===== src/rid_pkg.sv =====
package rid_pkg;

  // Fixed field widths.
  localparam int VALUE_W   = 64;
  localparam int DIGIT_W   = 4;
  localparam int CHAR_W    = 8;
  localparam int SYMBOLS   = 16;
  localparam int RADIX_W   = 5;
  localparam int CFG_IDX_W = 2;

  // The divider retires this many quotient bits per cycle.
  localparam int BITS_PER_STEP = 8;
  localparam int DIV_STEPS     = VALUE_W / BITS_PER_STEP;
  localparam int DIV_CNT_W     = $clog2(DIV_STEPS);

  // Configuration register indexes.
  localparam logic [CFG_IDX_W-1:0] REG_RADIX        = 2'd0;
  localparam logic [CFG_IDX_W-1:0] REG_SYMBOLS_LOW  = 2'd1;
  localparam logic [CFG_IDX_W-1:0] REG_SYMBOLS_HIGH = 2'd2;

  // Datapath operations selected by the control word.
  typedef enum logic [2:0] {
    OP_NOP,
    OP_LOAD,
    OP_DIV_STEP,
    OP_STORE,
    OP_RD_INIT,
    OP_READ,
    OP_EMIT
  } op_e;

  // Datapath flags tested by conditional jumps.
  typedef struct packed {
    logic quot_zero;
    logic count_last;
    logic chunk_last;
    logic ptr_zero;
  } stat_t;

endpackage


===== src/rid_ctrl.sv =====
module rid_ctrl
  import rid_pkg::*;
(
  input  logic  clk_i,
  input  logic  rst_ni,
  input  logic  start,
  input  stat_t stat_i,
  output op_e   op_o,
  output logic  busy
);

  typedef enum logic [2:0] {
    C_NONE,
    C_START,
    C_CHUNK_LAST,
    C_DIGIT_MORE,
    C_PTR_ZERO
  } cond_e;

  typedef logic [2:0] step_t;

  typedef struct packed {
    op_e   op;
    cond_e cond;
    step_t nxt_t;
    step_t nxt_f;
  } uword_t;

  localparam step_t ST_IDLE     = 3'd0;
  localparam step_t ST_DIV_STEP = 3'd1;
  localparam step_t ST_STORE    = 3'd2;
  localparam step_t ST_RD_INIT  = 3'd3;
  localparam step_t ST_READ     = 3'd4;
  localparam step_t ST_EMIT     = 3'd5;

  // Microprogram: one word per step, with a target for each branch outcome.
  function automatic uword_t ucode(input step_t s);
    uword_t w;
    unique case (s)
      ST_IDLE:     w = '{OP_LOAD,     C_START,      ST_DIV_STEP, ST_IDLE};
      ST_DIV_STEP: w = '{OP_DIV_STEP, C_CHUNK_LAST, ST_STORE,    ST_DIV_STEP};
      ST_STORE:    w = '{OP_STORE,    C_DIGIT_MORE, ST_DIV_STEP, ST_RD_INIT};
      ST_RD_INIT:  w = '{OP_RD_INIT,  C_NONE,       ST_READ,     ST_READ};
      ST_READ:     w = '{OP_READ,     C_NONE,       ST_EMIT,     ST_EMIT};
      ST_EMIT:     w = '{OP_EMIT,     C_PTR_ZERO,   ST_IDLE,     ST_READ};
      default:     w = '{OP_NOP,      C_NONE,       ST_IDLE,     ST_IDLE};
    endcase
    return w;
  endfunction

  step_t  upc_q, upc_d;
  uword_t word;
  logic   taken;

  assign word = ucode(upc_q);

  // Evaluate the branch condition of the current word.
  always_comb begin
    unique case (word.cond)
      C_NONE:       taken = 1'b0;
      C_START:      taken = start;
      C_CHUNK_LAST: taken = stat_i.chunk_last;
      C_DIGIT_MORE: taken = !stat_i.quot_zero && !stat_i.count_last;
      C_PTR_ZERO:   taken = stat_i.ptr_zero;
      default:      taken = 1'b0;
    endcase
  end

  assign upc_d = taken ? word.nxt_t : word.nxt_f;

  // A step that waits for start does nothing until the item arrives.
  assign op_o = (word.cond == C_START && !start) ? OP_NOP : word.op;
  assign busy = (upc_q != ST_IDLE);

  always_ff @(posedge clk_i or negedge rst_ni) begin
    if (!rst_ni) begin
      upc_q <= ST_IDLE;
    end else begin
      upc_q <= upc_d;
    end
  end

endmodule


===== src/rid_datapath.sv =====
module rid_datapath
  import rid_pkg::*;
#(
  parameter int MAX_DIGITS = 64,
  parameter int MAX_RADIX  = 16
) (
  input  logic                       clk_i,
  input  logic                       rst_ni,
  input  op_e                        op_i,
  input  logic [VALUE_W-1:0]         value_i,
  input  logic [$clog2(MAX_RADIX+1)-1:0] base_i,
  input  logic [SYMBOLS*CHAR_W-1:0]  symbols_i,
  output stat_t                      stat_o,
  output logic                       digit_valid_o,
  output logic [CHAR_W-1:0]          digit_char_o,
  output logic                       last_o
);

  localparam int REM_W = (MAX_RADIX > 2) ? $clog2(MAX_RADIX) : 1;
  localparam int CNT_W = $clog2(MAX_DIGITS + 1);
  localparam int IDX_W = $clog2(MAX_DIGITS);

  logic [VALUE_W-1:0]   quot_q, quot_d;
  logic [REM_W-1:0]     rem_q, rem_d;
  logic [DIV_CNT_W-1:0] chunk_q;
  logic [CNT_W-1:0]     count_q;
  logic [IDX_W-1:0]     ptr_q;
  logic [DIGIT_W-1:0]   rd_digit_q;
  logic [DIGIT_W-1:0]   mem [MAX_DIGITS];
  logic                 valid_q;
  logic [CHAR_W-1:0]    char_q;
  logic                 last_q;

  // Restoring division: eight quotient bits enter per cycle, MSB first.
  always_comb begin
    logic [REM_W:0]             trial;
    logic [REM_W:0]             base_ext;
    logic [REM_W-1:0]           rem;
    logic [BITS_PER_STEP-1:0]   qbits;
    base_ext = (REM_W + 1)'(base_i);
    rem      = rem_q;
    qbits    = '0;
    for (int i = 0; i < BITS_PER_STEP; i++) begin
      trial = {rem, quot_q[VALUE_W-1-i]};
      if (trial >= base_ext) begin
        rem                       = REM_W'(trial - base_ext);
        qbits[BITS_PER_STEP-1-i]  = 1'b1;
      end else begin
        rem = trial[REM_W-1:0];
      end
    end
    rem_d  = rem;
    quot_d = {quot_q[VALUE_W-BITS_PER_STEP-1:0], qbits};
  end

  assign stat_o.quot_zero  = (quot_q == '0);
  assign stat_o.count_last = (count_q == CNT_W'(MAX_DIGITS - 1));
  assign stat_o.chunk_last = (chunk_q == DIV_CNT_W'(DIV_STEPS - 1));
  assign stat_o.ptr_zero   = (ptr_q == '0);

  // Control registers: counters and the output strobe.
  always_ff @(posedge clk_i or negedge rst_ni) begin
    if (!rst_ni) begin
      chunk_q <= '0;
      count_q <= '0;
      ptr_q   <= '0;
      valid_q <= 1'b0;
    end else begin
      valid_q <= (op_i == OP_EMIT);
      unique case (op_i)
        OP_LOAD: begin
          chunk_q <= '0;
          count_q <= '0;
        end
        OP_DIV_STEP: chunk_q <= chunk_q + 1'b1;
        OP_STORE: begin
          chunk_q <= '0;
          count_q <= count_q + 1'b1;
        end
        OP_RD_INIT: ptr_q <= IDX_W'(count_q - 1'b1);
        OP_EMIT:    ptr_q <= ptr_q - 1'b1;
        default: ;
      endcase
    end
  end

  // Payload registers: quotient, remainder and output item.
  always_ff @(posedge clk_i) begin
    unique case (op_i)
      OP_LOAD: begin
        quot_q <= value_i;
        rem_q  <= '0;
      end
      OP_DIV_STEP: begin
        quot_q <= quot_d;
        rem_q  <= rem_d;
      end
      OP_STORE: rem_q <= '0;
      OP_EMIT: begin
        char_q <= symbols_i[int'(rd_digit_q) * CHAR_W +: CHAR_W];
        last_q <= (ptr_q == '0);
      end
      default: ;
    endcase
  end

  // Digit store, least significant digit at entry zero.
  always_ff @(posedge clk_i) begin
    if (op_i == OP_STORE) begin
      mem[count_q[IDX_W-1:0]] <= DIGIT_W'(rem_q);
    end
    if (op_i == OP_READ) begin
      rd_digit_q <= mem[ptr_q];
    end
  end

  assign digit_valid_o = valid_q;
  assign digit_char_o  = char_q;
  assign last_o        = last_q;

endmodule


===== src/radix_integer_to_digits_top.sv =====
// Radix integer to digits.
//
// Converts one 64-bit unsigned value into its digits in a configured base
// (2 to 16), most significant digit first, one item per digit. Each digit is
// mapped to a symbol byte from a 16-entry table held in two registers.
// The configuration port takes radix (index 0), symbols_low (1) and
// symbols_high (2); the user must write them only while the block is idle,
// which the block itself does not enforce. Other indexes are ignored. An
// item is accepted at a clock edge with start high and busy low. Each digit
// is formed by divider steps of 8 quotient bits each plus one store, least
// significant digit first. Once all digits are stored they are read back
// most significant first, each by a digit store read plus a symbol lookup.
// No new item is taken until busy drops with the final digit.
// Each digit appears for one cycle on digit_valid_o; last_o marks the final
// one, which shows as busy drops. The receiver cannot stall the block.
// Reset returns the sequencer to idle and loads radix 10 and a zero table.
module radix_integer_to_digits_top
  import rid_pkg::*;
#(
  parameter int MAX_DIGITS = 64,
  parameter int MAX_RADIX  = 16
) (
  input  logic                 clk_i,
  input  logic                 rst_ni,
  input  logic                 cfg_we_i,
  input  logic [CFG_IDX_W-1:0] cfg_index_i,
  input  logic [VALUE_W-1:0]   cfg_wdata_i,
  input  logic                 start,
  input  logic [VALUE_W-1:0]   value_i,
  output logic                 busy,
  output logic                 digit_valid_o,
  output logic [CHAR_W-1:0]    digit_char_o,
  output logic                 last_o
);

  localparam int BASE_W = $clog2(MAX_RADIX + 1);

  logic [RADIX_W-1:0] radix_q;
  logic [VALUE_W-1:0] sym_low_q;
  logic [VALUE_W-1:0] sym_high_q;
  logic [BASE_W-1:0]  base;
  op_e                op;
  stat_t              stat;

  // Configuration registers.
  always_ff @(posedge clk_i or negedge rst_ni) begin
    if (!rst_ni) begin
      radix_q    <= RADIX_W'(10);
      sym_low_q  <= '0;
      sym_high_q <= '0;
    end else if (cfg_we_i) begin
      unique case (cfg_index_i)
        REG_RADIX:        radix_q    <= cfg_wdata_i[RADIX_W-1:0];
        REG_SYMBOLS_LOW:  sym_low_q  <= cfg_wdata_i;
        REG_SYMBOLS_HIGH: sym_high_q <= cfg_wdata_i;
        default: ;
      endcase
    end
  end

  // Clamp the base into the supported range.
  always_comb begin
    priority if (radix_q < RADIX_W'(2)) begin
      base = BASE_W'(2);
    end else if (radix_q > RADIX_W'(MAX_RADIX)) begin
      base = BASE_W'(MAX_RADIX);
    end else begin
      base = BASE_W'(radix_q);
    end
  end

  rid_ctrl u_ctrl (
    .clk_i  (clk_i),
    .rst_ni (rst_ni),
    .start  (start),
    .stat_i (stat),
    .op_o   (op),
    .busy   (busy)
  );

  rid_datapath #(
    .MAX_DIGITS (MAX_DIGITS),
    .MAX_RADIX  (MAX_RADIX)
  ) u_datapath (
    .clk_i         (clk_i),
    .rst_ni        (rst_ni),
    .op_i          (op),
    .value_i       (value_i),
    .base_i        (base),
    .symbols_i     ({sym_high_q, sym_low_q}),
    .stat_o        (stat),
    .digit_valid_o (digit_valid_o),
    .digit_char_o  (digit_char_o),
    .last_o        (last_o)
  );

`ifndef SYNTHESIS
  // An accepted item always starts a conversion.
  a_accept_busy: assert property (@(posedge clk_i) disable iff (!rst_ni)
    start && !busy |=> busy)
    else $error("accepted item did not start a conversion");

  // Digits are never emitted back to back.
  a_digit_spacing: assert property (@(posedge clk_i) disable iff (!rst_ni)
    digit_valid_o |=> !digit_valid_o)
    else $error("digits emitted in back-to-back cycles");

  // The final digit coincides with the return to idle.
  a_last_idle: assert property (@(posedge clk_i) disable iff (!rst_ni)
    digit_valid_o && last_o |-> !busy)
    else $error("final digit emitted while still busy");

  // Any earlier digit leaves the block busy.
  a_mid_busy: assert property (@(posedge clk_i) disable iff (!rst_ni)
    digit_valid_o && !last_o |-> busy)
    else $error("non-final digit emitted while idle");
`endif

endmodule

===== config.mk =====
export PLATFORM = sky130hd
export DESIGN_NAME = radix_integer_to_digits_top
export DESIGN_NICKNAME = d
export VERILOG_FILES = /design/src/rid_pkg.sv /design/src/rid_ctrl.sv /design/src/rid_datapath.sv /design/src/radix_integer_to_digits_top.sv
export SDC_FILE = /design/constraint.sdc
export NUM_CORES = 1
export LEC_CHECK = 0
export BUFFER_PORTS_ARGS = -buffer_cell sky130_fd_sc_hd__buf_4
export CAP_MARGIN = 40
export CORE_ASPECT_RATIO = 0.5
export CORE_MARGIN = 10
export CORE_UTILIZATION = 28
export CTS_BUF_LIST = sky130_fd_sc_hd__clkbuf_8
export DETAILED_ROUTE_END_ITERATION = 10
export PLACE_DENSITY = 0.42
export RECOVER_POWER = 50
export SLEW_MARGIN = 20
export SYNTH_ARGS = -nofsm -noshare
export SYNTH_HDL_FRONTEND = slang
export SYNTH_SLANG_ARGS = --single-unit
export TNS_END_PERCENT = 30

===== constraint.sdc =====
create_clock -name clk_i -period 14.3 [get_ports clk_i]
set_input_delay 2.86 -clock clk_i [delete_from_list [all_inputs] [get_ports clk_i]]
set_output_delay 2.86 -clock clk_i [all_outputs]
set_load 0.03 [all_outputs]

### After elaboration in Yosys (flattened, before gate mapping)

Memories as Yosys holds them, arrays and structs flattened. A register that Yosys moved wholly into a read port is not among the register bits.
Cells that the tools add are included.

| word-level totals | value |
|---|---|
| memory bits (read-only) | 0 |
| logic and storage cells | 102 |
| input bits | 134 |
| output and inout port bits | 11 |
| bits in latches | 0 |
| RAM bits | 256 |
| flip-flop bits (word level) | 230 |
| memories | 1 |

Memory list:

| memory | depth | width | read ports | clocked after Yosys merged registers in | write ports | line | text |
|---|---|---|---|---|---|---|---|
| u_datapath.mem | 64 | 4 | 1 | 1 | 1 | rid_datapath.sv:29 | `logic [DIGIT_W-1:0] mem [MAX_DIGITS];` |

| operators by class | value |
|---|---|
| $add $sub $neg | 12 |
| shift operators | 1 |
| bitwise operators | 0 |
| order comparisons | 10 |
| $mul | 0 |
| multiplexer cells | 29 |
| reduce and logical (&&, ||, !) cells | 18 |
| divide/modulo/power cells | 0 |
| equal/unequal tests | 19 |

Operators with widths:

| cell | number |
|---|---|
| case mux 64 bit (2 select lines) | 1 |
| variable part select 128 x 8 -> 8 bit | 1 |
| case mux 12 bit (6 select lines) | 1 |
| zero test 64 bit | 1 |
| >= comparator 5 bit | 8 |
| 2-to-1 mux 4 bit | 8 |
| subtractor 4 bit | 8 |
| == test 3 bit (second input constant) | 7 |
| == test 3 x 2 -> 1 bit (second input constant) | 6 |
| case mux 7 bit (2 select lines) | 1 |
| case mux 6 bit (2 select lines) | 1 |
| subtractor 6 x 1 -> 6 bit (second input constant) | 2 |
| 2-to-1 mux 1 bit | 10 |
| 2-to-1 mux 5 bit | 2 |
| == test 3 x 1 -> 1 bit (second input constant) | 3 |
| case mux 4 bit (2 select lines) | 1 |
| nonzero test 2 bit | 4 |
| adder 7 x 1 -> 7 bit (second input constant) | 1 |
| == test 7 x 6 -> 1 bit (second input constant) | 1 |
| zero test 6 bit | 1 |
| 2-to-1 mux 3 bit | 2 |
| case mux 3 bit (2 select lines) | 1 |
| AND reduction 2 bit | 3 |
| greater-than comparator 5 bit (second input constant) | 1 |
| 11 further kinds | 14 |

### Depth between registers and ports, before layout

| depth | value |
|---|---|
| word-level depth | 20 |
| gate-level depth with buffers | 47 |
| mapped depth without buffers | 47 |

### Hierarchy

Synthesis repeated with hierarchy kept, for this count alone.

| unflattened totals | value |
|---|---|
| cells, all modules | 1397 |
| area total of the unflattened synthesis | 22975.8 sq um |

Modules (own cells, without submodules):

| module | seq. area each (sq um) | cells an instance | area each (sq um) | times used |
|---|---|---|---|---|
| rid_datapath | 10545.1 | 1083 | 17270.3 | 1 |
| radix_integer_to_digits_top | 3330.7 | 290 | 5499.0 | 1 |
| rid_ctrl | 75.1 | 24 | 206.4 | 1 |

### Worst setup path before layout

OpenSTA, ideal clock, no wires.

| path | value |
|---|---|
| kind | reg-to-reg |
| from | reg radix_q[3] |
| to | reg u_datapath.rem_q[3], data pin |
| path buffers | 0 |
| arrival time | 11.722 ns |
| path slack | 2.322 ns |
| required time | 14.044 ns |
| cell stages (with the launch flop) | 45 |
| setup time | 0.256 ns |
| clock period less this slack | 11.978 ns |
| path through | dfstp_2 nor2_1 o21ai_0 ha_1 nand2_1 o21ai_1 a31oi_1 mux2_2 ha_1 nand3_1 nand2_1 a211o_1 and2_1 or2_2 ha_1 a211oi_1 o221ai_2 o31a_1 (+9 left out) mux2i_4 ha_1 a21oi_1 o21ai_0 a311o_1 o21a_1 ha_1 a21o_1 a31oi_1 o21ai_1 mux2i_1 ha_1 nor2b_1 o21a_1 a311o_1 a31oi_1 nor3_1 a31o_2 |

| between the ends | value |
|---|---|
| cells in the longest elaborated chain, start to end | 20 |
| elaborated cells on any way between the ends | 29 |
| classes of those cells | add/sub (8); order compare (10); mux (11) |

Ends and longest elaborated chain:

| element | line | text |
|---|---|---|
| start, declared | radix_integer_to_digits_top.sv:38 | `logic [RADIX_W-1:0] radix_q;` |
| start signal, assigned | radix_integer_to_digits_top.sv:53 | `REG_RADIX: radix_q <= cfg_wdata_i[RADIX_W-1:0];` |
| greater-than comparator 5 bit | radix_integer_to_digits_top.sv:65 | `end else if (radix_q > RADIX_W'(MAX_RADIX)) begin` |
| 2-to-1 mux 5 bit | radix_integer_to_digits_top.sv:65 |  |
| 2-to-1 mux 5 bit * | radix_integer_to_digits_top.sv:63 | `priority if (radix_q < RADIX_W'(2)) begin` |
| subtractor 4 bit or >= comparator 5 bit (tied branches) | rid_datapath.sv:46, rid_datapath.sv:45 |  |
| 2-to-1 mux 4 bit | rid_datapath.sv:45 | `if (trial >= base_ext) begin` |
| subtractor 4 bit or >= comparator 5 bit (tied branches) | rid_datapath.sv:46, rid_datapath.sv:45 |  |
| 2-to-1 mux 4 bit | rid_datapath.sv:45 |  |
| subtractor 4 bit or >= comparator 5 bit (tied branches) | rid_datapath.sv:46, rid_datapath.sv:45 |  |
| (+4 left out) | - |  |
| 2-to-1 mux 4 bit | rid_datapath.sv:45 |  |
| subtractor 4 bit or >= comparator 5 bit (tied branches) | rid_datapath.sv:46, rid_datapath.sv:45 |  |
| 2-to-1 mux 4 bit | rid_datapath.sv:45 |  |
| subtractor 4 bit or >= comparator 5 bit (tied branches) | rid_datapath.sv:46, rid_datapath.sv:45 |  |
| 2-to-1 mux 4 bit | rid_datapath.sv:45 |  |
| subtractor 4 bit or >= comparator 5 bit (tied branches) | rid_datapath.sv:46, rid_datapath.sv:45 |  |
| 2-to-1 mux 4 bit * | rid_datapath.sv:45 |  |
| case mux 4 bit (2 select lines) * | rid_datapath.sv:89 | `unique case (op_i)` |
| end signal, assigned | rid_datapath.sv:96 | `rem_q <= rem_d;` |
| end, declared | rid_datapath.sv:24 | `logic [REM_W-1:0] rem_q, rem_d;` |

Every way passes the cells marked *; elsewhere a longest branch is shown, timed or not.
A chain may end at the register's enable or synchronous reset.

### Final worst setup path

| path | value |
|---|---|
| from | reg radix_q[4] |
| to | reg u_datapath.rem_q[3], data pin |

The elaborated chain is that of the path after synthesis.

==> flow_summary.yaml <==
cts:
  hold_buffers: 0
  cts_max_path_buffers: 3
  clk_pin_slew_ns: 0.07
  clk_latency_ns: 0.74
  cts_root_buf: "clkbuf_8"
  htree_levels: 3
  cts_sinks: 490
  cts-resized-gates: 0
  post_cts_buffers: 0
  cts_tree: "yes"
  cts_buffers: 77
synth:
  synth.distinct_cells: 64
  synth_edf_count: 337
  synthArstFlopShare_pct: 31.22
  synthTopCellsByArea: "edfxtp_1, dfrtp_1, mux4_2, mux2_2, nand2_1"
  synth.avg_cell_area_um2: 14.71
  yosysSeqAreaShare_pct: 62.55
  yosys_most_used_dff: "edfxtp_1"
  syn_nets: 1702
  synth_top_cell_by_area: "edfxtp_1"
  yosysMostFrequentCell: "edfxtp_1"
  synthTopCellsByCount: "edfxtp_1, nand2_1, dfrtp_1, mux2_2, mux4_2"
  synth_top_cell_area_share_pct: 45.37
  yosys_warnings: 0
  syn_area_um2: 22300
  netlist_instances: 1516
  synth_seq_cells: 490
place:
  dp_cells: 2657
  placed_area_um2: 24680
  io_buffers: 144
  gp_congestion: 0.7461
  hpwl_mm: 38.69
global_route:
  antenna_found_initial: 4
  grt_pass1_wl_mm: 89.15
  grt_pass1_vias: 14040
  groute.usage.overall_pct: 12.66
  grt_overflow: 0
  grt_max_degree: 75
floorplanning:
  core_um2: 79190
  boundaryPins: 145
  die_h_um: 219.6
  initial_core_util_pct: 28.17
  die-area_um2: 92030
  rows: 73
  die_x_um: 419.1
cells_and_area:
  stdcell_count: 2800
  layout-drive-gt1-share_pct: 30.42
  final_util_pct: 32.94
  areaGrowthSynthToFinish_pct: 16.97
  design_area_um2: 26090
  final_nets: 1876
routing:
  routed-via-count: 13160
  vias_per_cell: 4.699
  drt_first_iter_violations: 937
  drt-total-wl_mm: 58.88
  postRouteAntennaNets: 0
  drc_errors: 0
  drt-pass1-iter-count: 5
  wire_per_inst_um: 21.03
timing:
  clock_skew_ns: 0.05033
  tns_ns: 0
  post-route-min-period_ns: 12.49
  clock.fmax_mhz: 80.07
  maxSlewViolCount: 286
  slew_headroom_pct: -157.0
  timing.hold.ws_ns: 0.4992
  setup_viol_count_final: 0
  final.period_utilization_pct: 87.33
  hold_viol_final: 0
  rsz0062_at_grt: "no"
  worstMarginPinSlew_ns: 3.856
worst_setup_path:
  cp-end-kind: "flip-flop"
  cp.required_ns: 14.78
  critPathSlowestCell: "a31oi_1"
  r2r_slack_ns: 1.81
  slowest_delay_ns: 0.50
  startpoint_type: "flip-flop"
  criticalPathCategory: "reg -> reg"
  path_common_cell: "ha_1"
  crit_path_max_fanout: 13
  arrival_ns: 12.97
power:
  powerDensity_nw_per_um2: 253.8
  vdd_ir_drop_max_mv: 0.5248
  power_leakage_nw: 9.626
status:
  status: "finished with violations"
  violations: "max-capacitance violations, max-slew violations"
job:
  drv_cap: 5
hold_path:
  min_path_type: "reg -> reg"
-- layout by cell type (no fill, tap or decap), types with 12 or more instances in the layout --
cell	synthesis	layout
ha_1	44	44
a21o_1	12	12
mux2_2	144	143
mux4_2	104	104
nand3_1	14	14
a21oi_1	31	32
nor4_1	18	18
a22oi_1	26	26
edfxtp_1	337	337
inv_1	33	55
o21ai_0	32	31
xnor2_1	12	12
clkinv_1	0	18
clkbuf_8	0	82
dfrtp_1	151	150
nand2_1	241	239
nor2_1	87	84
buf_4	3	154
-- logic make-up after synthesis --
group	after synthesis	share of synthesized area, %
DFF	490	62.55
muxes	259	18.37
xor gates and xnor gates	21	0.8247
and+or+nand+nor	417	7.988
adders and majority gates	52	3.186
AOI/OAI and AO/OA	165	5.021
buffers and inverters	112	2.064
-- final cells by class --
type,instances,area [um^2]
timing repair buffer,174,1384
inverter,33,123.9
fill,7856,53100
clock buffer,82,1129
tap,1050,1314
sequential,490,13950
multi-input combinational,914,7909
clock inverter,56,272.8
antenna,1,2.502
-- power by group --
part / leakage [nW] / total [W] / switching, W / internal [W]
sequential: 4.86 / 0.00173 / 0.0000385 / 0.00169
combinational: 3.96 / 0.00375 / 0.00192 / 0.00184
clock: 0.805 / 0.00114 / 0.000603 / 0.000538
-- registers in the layout, summed over array words and instances (netlist names), 3 cells and up --
register	flops
u_datapath.count_q	7
u_datapath.quot_q	64
u_datapath.ptr_q	6
u_datapath.rd_digit_q	4
u_datapath.chunk_q	3
sym_low_q	64
u_ctrl.upc_q	3
u_datapath.rem_q	4
sym_high_q	64
u_datapath.digit_char_o	8
radix_q	5
u_datapath.mem	256
-- final timing paths --
| kind | startpoint | end | cells after the start |
|---|---|---|---|
| max in group asynchronous | rst_ni | radix_q[3]$_DFFE_PN1P_ | 4 |
| worst max-delay path | radix_q[4]$_DFFE_PN0P_ | u_datapath.rem_q[3]$_SDFFCE_PP0P_ | 45 |
| worst min-delay path | sym_low_q[18]$_DFFE_PN0P_ | sym_low_q[18]$_DFFE_PN0P_ | 1 |
| worst max register to register | radix_q[4]$_DFFE_PN0P_ | u_datapath.rem_q[3]$_SDFFCE_PP0P_ | 45 |
| worst min register to register | sym_low_q[18]$_DFFE_PN0P_ | sym_low_q[18]$_DFFE_PN0P_ | 1 |
| min in group asynchronous | rst_ni | sym_low_q[5]$_DFFE_PN0P_ | 1 |
-- per-layer routing --
metal | GRT usage, % | wire length [um] | up-vias
met5 | 0 | 11 | -
met4 | 3.047 | 1038 | 2
met3 | 3.048 | 2843 | 91
met2 | 19.45 | 26570 | 285
met1 | 17.92 | 28410 | 6686
li1 | - | - | 6094
-- per-stage QoR --
step           total power, W  setup slack [ns]
2_1_floorplan        0.004897             2.322
5_1_grt              0.007177            0.7828
6_report             0.006621             1.811
3_5_place_dp         0.005542             1.675
4_1_cts              0.006715             1.665
3_3_place_gp         0.005570             1.947
-- worst max-delay path, delay by kind of cell (launching register included) --
family	cells	cell delay (ns)
buffers and inverters	3	0.48
AND/OR/NAND/NOR	8	1.37
flip-flops	1	0.36
AO/OA/AOI/OAI	21	5.65
adder cells (fa/ha/maj)	8	2.55
multiplexers	5	1.84
Note: power is estimated with default switching activity, not from simulation.
